==> src/rtl/core/pnc_ram.sv <==
// ----------------------------------------------------------------------------
// pnc generic ram
// one write port, one read port with registered read data
// ----------------------------------------------------------------------------
module pnc_ram #(
    parameter int WIDTH = 8,
    parameter int DEPTH = 64
) (
    input  logic                                       clk,
    input  logic                                       we,
    input  logic [((DEPTH > 1) ? $clog2(DEPTH) : 1)-1:0] waddr,
    input  logic [WIDTH-1:0]                           wdata,
    input  logic                                       re,
    input  logic [((DEPTH > 1) ? $clog2(DEPTH) : 1)-1:0] raddr,
    output logic [WIDTH-1:0]                           rdata
);

    logic [WIDTH-1:0] mem [DEPTH];

    always_ff @(posedge clk)
    begin
        if (we)
        begin
            mem[waddr] <= wdata;
        end
        if (re)
        begin
            rdata <= mem[raddr];
        end
    end

endmodule

==> config.mk <==
export PLATFORM = sky130hd
export DESIGN_NAME = pnc_ram
export DESIGN_NICKNAME = d
export VERILOG_FILES = /design/src/rtl/core/pnc_ram.sv
export SDC_FILE = /design/constraint.sdc
export NUM_CORES = 1
export LEC_CHECK = 0
export ABC_AREA = 1
export BUFFER_PORTS_ARGS = -buffer_cell sky130_fd_sc_hd__buf_4
export CAP_MARGIN = 20
export CORE_AREA = 2 2 192 232
export DETAILED_ROUTE_END_ITERATION = 16
export DIE_AREA = 0 0 194 234
export GPL_TIMING_DRIVEN = 0
export HOLD_SLACK_MARGIN = 0.05
export PLACE_DENSITY = 0.73
export SLEW_MARGIN = 40
export SYNTH_ARGS = -nofsm -noshare
export SYNTH_HDL_FRONTEND = slang
export SYNTH_SLANG_ARGS = --single-unit
export TNS_END_PERCENT = 30
==> constraint.sdc <==
create_clock -name clk -period 4.24 [get_ports clk]
set_clock_uncertainty 0.15 [all_clocks]
set_input_delay 0.636 -clock clk [delete_from_list [all_inputs] [get_ports clk]]
set_output_delay 0.636 -clock clk [all_outputs]
set_load 0.01 [all_outputs]
# Yosys cells after proc, flatten, opt, wreduce, memory -nomap -nowiden
# Memories as Yosys holds them, arrays and structs flattened. A register that Yosys moved wholly into a read port is not among the register bits.
# Index checks and enable logic that the tools add are counted.
# word_totals
ff_bits	0
mem_bits_rw	512
input_bits	23
output_inout_bits	8
n_memories	1
# mem_list
memory	words	width	read_ports	rd_clocked_by_memory_dff	wr	line	text
mem	64	8	1	1	1	18	logic [WIDTH-1:0] mem [DEPTH];
# classes
muxes	2
# ops
cell	n
$mux W1	2

# Longest topological paths before layout
# Gate-level depths: netlist (run 1).
# depth
ltp_word	2
ltp_mapped	12
ltp_nobuf	9

# Worst setup path before layout (run 1)
# OpenSTA, ideal clock, no wires.
# synth_path
path_kind	in2reg
from	input port we
to	memory mem[48][0] (enable)
arrival_time_ns	2.007
t_required_ns	3.695
path_slack_ns	1.688
path_stages	3
cell_sequence	clkbuf_1 nand4_1 nor4_1
# synth_between
elab_chain_len	2
# synth_rtl
element	line	text
from (decl)	10	input logic we,
$mux W1	22	if (we)
$mux W1 (not written as such)	24	mem[waddr] <= wdata;
to (decl)	18	
# Every way passes these cells.

# Final worst setup path (run 1)
# layout_path
from	input port waddr[1] (netlist name)
to	memory mem[5][6] (enable)
# layout_rtl
element	line	text
from (decl)	11	input logic [((DEPTH > 1) ? $clog2(DEPTH) : 1)-1:0] waddr,
# Straight into the memory's write port.

==> summary.md, run 1 <==
| Metric | Value |
|---|---|
| Status | complete, no violations |
| Layout cells sized above 1 | approximately a tenth |
| Hold-fix buffers at CTS | 0 |
| Worst Hold Depth | 1 |
| Kind of critical path | primary input to flop |
| Final hold vios | 0 |
| Clk sinks | 520 |
| Site Rows | 84 |
| Static Leak | 8.56 nW |
| DR vias/cell | 5.94 |
| Critical Path Max Stage Delay | 0.98 ns |
| Dpl ws | about 1.0 ns |
| Worst-Skew Late Latency | 0.58 ns |
| Post-CTS Setup Inserts | 0 |
| Post-Route WL | 60100 µm |
| Min-delay src | re |
| Post-DRT Antenna Nets | 0 |
| Setup WS post-layout | 1.43 ns |
| Pin count of the biggest net entering global routing | 65 |
| Cells along the critical path | clkbuf_1 > inv_1 > nand4_1 > nor2_1 |
| GRT Overall Usage | 26.3% |
| CP Launch Type | primary input |
| WP data arrival | roughly 2.9 ns |
| Die area | 45400 µm² |
| Post-CTS Resized | 0 |
| RSZ-0062 raised after global routing | false |
| Final nets | 1911 |
| I/O pins | 31 |
| Commonest non-fill, non-tap cell in the layout | nand2_1 |
| Drc violations | 0 |
| Syn Area/Cell | 11.9 µm² |
| Area grow syn2layout | 11.1% |
| Count of cell types in the netlist | 15 |
| Pwr dens | 436 nW/µm² |
| Tcrit/Tclk final | 66.3% |
| Worst path slowest cell | nor2_1 |
| Worst-path clk slew | 0.06 ns |
| Hold/Removal Path Class | primary input to flop |
| Final Instance Area | 23800 µm² |
| Max Cap Viol | 0 |
| Worst R2R Start | mem[35][1] |
| Seq/Total Area, Yosys | between 70% and 80% |
| Syn Inst Count | between 1.5k and 2k |
| Crit end category | flop |
| Vias in the first global route | 13.7k |
| Fillers | 3507 |
| Setup Viol. Count Final | 0 |
| WP data required | 4.28 ns |
| Hold_ws | 0.293 ns |
| Post-DP HPWL | 40300 µm |
| Area post-placement | 22400 µm² |
| Crit-path max FO | 9 |
| CTS buffer count | 47 |
| Setup crit start | waddr[1] |
| Most frequent cells in the layout | nand2_1, edfxtp_1, nand3_1 |
| CTS root buffer | clkbuf_16 |
| Placer congestion estimate | 0.979 |
| Setup tns final | 0 ns |
| Global route overflow | 0 |
| DRT Pass-1 Iters | 7 |
| Via Count | 14.7k |
| DR WL/cell | 24.2 µm |
| Core area | 43300 µm² |
| Syn Nets | between 1.5k and 2k |
| Max Transition Viols Final | 0 |
| Syn. warnings | 0 |
| Max IR drop VDD | roughly 300 µV |
| Synthesized flop and latch total | 520 |
| Longest Clk Path Bufs | 3 |
| CTS tree | yes |
| Area of the mapped netlist | 21400 µm² |
| Initial Utilization | 49.5% |
| H-tree Lvls | 2 |
| R2R cell count | 8 |
| I/O Buffers | 22 |
| Die X | around 190 µm |
| Initial antenna violation count | 3 |
| Worst Max-Slew Pin Slew | slightly above 0.9 ns |
| First-pass GRT wire length | 87200 µm |
| Chip Height | ~230 µm |
| First DRT Iteration DRCs | 1938 |
| Relative slew slack | around two fifths |
| Tmin final | roughly 2.8 ns |
| Max Freq | 0.356 GHz |
-- layer usage --
layer,wire length [µm],part of all wire [%],track usage (%),vias up
met5,16,0.027,0,-
met4,3680,6.1,15.1,4
met3,5770,9.6,4.33,177
met2,28500,47,43.1,868
met1,22100,37,33.4,7171
li1,-,-,-,6518
-- synth_stat cells, drive strengths merged --
cell type,n,area share [%]
edfxtp,520,73
nand4,9,0.26
nand3,439,10
buf,98,3.5
nor4,8,0.23
clkbuf,15,0.26
inv,12,0.23
nand2,648,11
nor2,56,0.98
-- path summary, 6_finish.rpt --
path               endpoint  slack [ns]
setup / recovery  mem[5][6]        1.43
hold / removal     rdata[0]        0.29
setup reg to reg   rdata[1]        2.45
hold reg to reg    rdata[0]        0.88
-- through the flow --
| stage | total power, mW | util [%] | std cells |
|---|---|---|---|
| 3_5_place_dp | 6.56 | 51.7 | 2398 |
| 3_3_place_gp | 6.54 | 51.5 | 2386 |
| 6_report | 10.4 | 55.0 | 2481 |
| 2_1_floorplan | 6.22 | - | 1805 |
| 4_1_cts | 10.4 | 54.9 | 2479 |
| 5_1_grt | 10.6 | 54.9 | 2480 |
-- state kept, by name, indices dropped and copies added (netlist names) --
name   flops
mem      512
rdata      8
-- power by group --
part           internal, mW  leakage, nW  switching (mW)
combinational         0.199         3.22           0.565
clock                  2.10        0.657            1.81
sequential             5.70         4.69          0.0100
-- cell families after synthesis --
family / count (synthesis) / synth area share, %
DFF: 520 / 72.9
buffers and inverters: 125 / 4.01
and+or+nand+nor: 1160 / 23.1
-- final cells by class --
| class | instances | area (µm²) | area share (%) |
|---|---|---|---|
| Timing Repair Buffer | 34 | 225 | 0.946 |
| Sequential cell | 520 | 15600 | 65.6 |
| Buffer | 113 | 808 | 3.40 |
| Tap cell | 559 | 699 | 2.94 |
| Clock inverter | 22 | 98.8 | 0.415 |
| Multi-Input combinational cell | 1160 | 5030 | 21.1 |
| Inverter | 12 | 50.0 | 0.210 |
| Clock buffer | 59 | 1260 | 5.31 |
| Antenna cell | 2 | 5.00 | 0.0210 |
-- worst max-delay path: cells and delay by family --
family / cells / cell delay (ns)
buf+inv: 2 / 0.53
simple gates: 2 / 1.67
(Power assumes the default switching activity.)
==> run 2: changes to the inputs <==
--- a/config.mk
+++ b/config.mk
@@ -13,7 +13,7 @@
 export DIE_AREA = 0 0 194 234
 export GPL_TIMING_DRIVEN = 0
 export HOLD_SLACK_MARGIN = 0.05
-export PLACE_DENSITY = 0.73
+export PLACE_DENSITY = 0.76
 export SLEW_MARGIN = 40
 export SYNTH_ARGS = -nofsm -noshare
 export SYNTH_HDL_FRONTEND = slang
==> constraint.sdc (replaced) <==
create_clock -name clk -period 2.33 [get_ports clk]
set_clock_uncertainty 0.15 [all_clocks]
set_input_delay 0.3495 -clock clk [delete_from_list [all_inputs] [get_ports clk]]
set_output_delay 0.3495 -clock clk [all_outputs]
set_load 0.01 [all_outputs]
==> run 2 against run 1 <==
Compared with the run above: the flow now finishes with violations (negative setup slack); core utilization grew 0.26 points; combinational power grew 82%; flip-flop and latch count is the same; wire length shrank 1.5%; sequential share of layout area shrank 0.31 points; first-iteration DRC count grew 12%; largest cell class unchanged.
==> summary.md, run 2 (same netlist as run 1, synthesis figures left out) <==
| Metric | Value |
|---|---|
| I/O pins | 31 (unchanged) |
| Commonest non-fill, non-tap cell in the layout | nand2_1 (unchanged) |
| Status | finished, violations left (was complete, no violations) |
| Vias in the first global route | 14.2k (was 13.7k) |
| Power share of the sequential group | 55.0% (about the same) |
| Post-DRT Antenna Nets | 0 (unchanged) |
| Layout cells sized above 1 | 12.1% (was 10.5%) |
| Die X | 194 µm (unchanged) |
| Max IR drop VDD | 605 µV (was 305 µV) |
| R2R cell count | 8 (unchanged) |
| Final hold vios | 0 (unchanged) |
| Max Cap Viol | 0 (unchanged) |
| Die area | 45400 µm² (unchanged) |
| Max Transition Viols Final | 0 (unchanged) |
| Initial Utilization | 49.5% (unchanged) |
| First-pass GRT wire length | 87400 µm (was 87200 µm) |
| Worst-path clk slew | 0.06 ns (about the same) |
| Final Non-Filler Cells | 2482 (was 2481) |
| Int Power | 14.6 mW (was 7.99 mW) |
| Crit end category | flop (unchanged) |
| Kind of critical path | primary input to flop (unchanged) |
| Max Freq | a little over 0.4 GHz |
| Worst R2R Start | mem[37][2] (was mem[35][1]) |
| DR WL/cell | 23.8 µm (was 24.2 µm) |
| Comb power frac | 7.4% (about the same) |
| Largest registers | mem: 512 flops, rdata: 8 flops (unchanged) |
| DR vias/cell | 6.01 (was 5.94) |
| CTS buffer count | 47 (unchanged) |
| Tmin final | 2.43 ns |
| Tcrit/Tclk final | 104% |
| Setup Viol. Count Final | 25 (was 0) |
| WP data required | 2.38 ns (was 4.28 ns) |
| Failing checks | negative setup slack |
| Final design utilization | 55.2% (was 55.0%) |
| Most frequent cells in the layout | nand2_1, edfxtp_1, nand3_1 (unchanged) |
| Global route overflow | 0 (unchanged) |
| Number of flip-flops in the largest register | 512 (unchanged) |
| DRT Pass-1 Iters | 6 (was 7) |
| Worst Hold Depth | 1 (unchanged) |
| FF-to-FF setup slack | 0.51 ns (was 2.45 ns) |
| Post-CTS Setup Inserts | 0 (unchanged) |
| Pin count of the biggest net entering global routing | 65 (unchanged) |
| Site Rows | 84 (unchanged) |
| Critical R2R Capture | rdata[2] (was rdata[1]) |
| Final nets | 1911 (unchanged) |
| Hold/Removal Path Class | primary input to flop (unchanged) |
| CP Launch Type | primary input (unchanged) |
| Placer congestion estimate | 0.978 (was 0.979) |
| Relative slew slack | 41.7% (was 38.5%) |
| Net Switching | 4.31 mW (was 2.39 mW) |
| Core area | 43300 µm² (unchanged) |
| Largest Register | mem (unchanged) |
| Setup WS post-layout | -0.0953 ns (was 1.43 ns) |
| Worst Max-Slew Pin Slew | 0.872 ns (was 0.919 ns) |
| Min-delay src | wdata[0] (was re) |
| Crit-path max FO | 9 (unchanged) |
| Pwr dens | 790 nW/µm² (was 436 nW/µm²) |
| Hold_ws | 0.0793 ns (was 0.293 ns) |
| Switching Fraction | 22.8% (was 23.0%) |
| Setup tns final | -1.01 ns (was 0 ns) |
| CTS root buffer | clkbuf_16 (unchanged) |
| Fillers | 3521 (was 3507) |
| Cell count after placement | 2394 (was 2398) |
| Initial antenna violation count | 1 (was 3) |
| I/O Buffers | 22 (unchanged) |
| Area grow syn2layout | 11.6% (was 11.1%) |
| First DRT Iteration DRCs | 2163 (was 1938) |
| WP data arrival | 2.48 ns (was 2.85 ns) |
| H-tree Lvls | 2 (unchanged) |
| Longest Clk Path Bufs | 3 (unchanged) |
| Clk sinks | 520 (unchanged) |
| Hold endpoint | mem[28][0] (was rdata[0]) |
| Via Count | 14.9k (was 14.7k) |
| Static Leak | 8.57 nW (was 8.56 nW) |
| RSZ-0062 raised after global routing | true (was false) |
| Chip Height | 234 µm (unchanged) |
| GRT Overall Usage | 26.0% (was 26.3%) |
| CTS tree | yes (unchanged) |
| Clock share of power | 37.6% (about the same) |
| Worst-Skew Late Latency | 0.58 ns (about the same) |
| Post-DP HPWL | 39100 µm (was 40300 µm) |
| Post-Route WL | 59200 µm (was 60100 µm) |
| Drc violations | 0 (unchanged) |
## run 2: cell type report
class                           count  area (µm²)  area share (%)
Buffer                            113         808            3.38
Sequential cell                   520       15600            65.3
Antenna cell                        3        7.51          0.0314
Clock inverter                     18         120           0.502
Multi-Input combinational cell   1160        5110            21.4
Timing Repair Buffer               34         265            1.11
Clock buffer                       63        1240            5.17
Inverter                           12        50.0           0.209
Tap cell                          559         699            2.93
## run 2: power groups by stage
stage / registers [mW] / clock network [mW] / logic [mW]
after global placement: 10.6 / 0 / 1.29
final: 10.4 / 7.10 / 1.39
after detailed placement: 10.6 / 0 / 1.33
after floorplan: 10.6 / 0 / 0.728
after global routing: 10.4 / 7.45 / 1.48
after CTS: 10.4 / 7.10 / 1.34
## run 2: through the flow
stage	area (µm²)	setup WS, ns	power (mW)
finish	23900	-0.0953	18.9
global route	23900	-0.0960	19.3
CTS	23800	0.0214	18.8
detailed placement	22400	-0.566	11.9
global placement	22300	-0.870	11.9
floorplan	21400	0.0644	11.3
## run 2: worst max-delay path by stage
stage / endpoint / cells after the start / start / slack, ns
6_report: mem[61][1] / 4 / waddr[1] / -0.1
5_1_grt: mem[61][1] / 4 / waddr[1] / -0.1
3_3_place_gp: mem[48][3] / 3 / we / -0.87
2_1_floorplan: mem[48][0] / 3 / we / 0.06
4_1_cts: mem[26][7] / 4 / waddr[0] / 0.02
3_5_place_dp: mem[26][0] / 4 / waddr[0] / -0.57
## run 2: what timing repair did
item,in CTS,in global routing
endpoints found under the setup margin,0,148
hold buffers,1,1
gates resized for setup,0,17
endpoints found under the hold margin,8,15
## run 2: metal layers
layer | wire length (µm) | vias to the layer above | track usage [%]
met2 | 28100 | 1007 | 42.7
met5 | 0 | - | 0
met4 | 3900 | 0 | 15.9
met3 | 5790 | 225 | 3.91
met1 | 21400 | 7160 | 33.1
li1 | - | 6523 | -
## run 2: critical path, cell delays in order
cell and delay [ns]:
clkbuf_1 0.23, inv_1 0.34, nand4_1 0.64, nor2_1 0.92
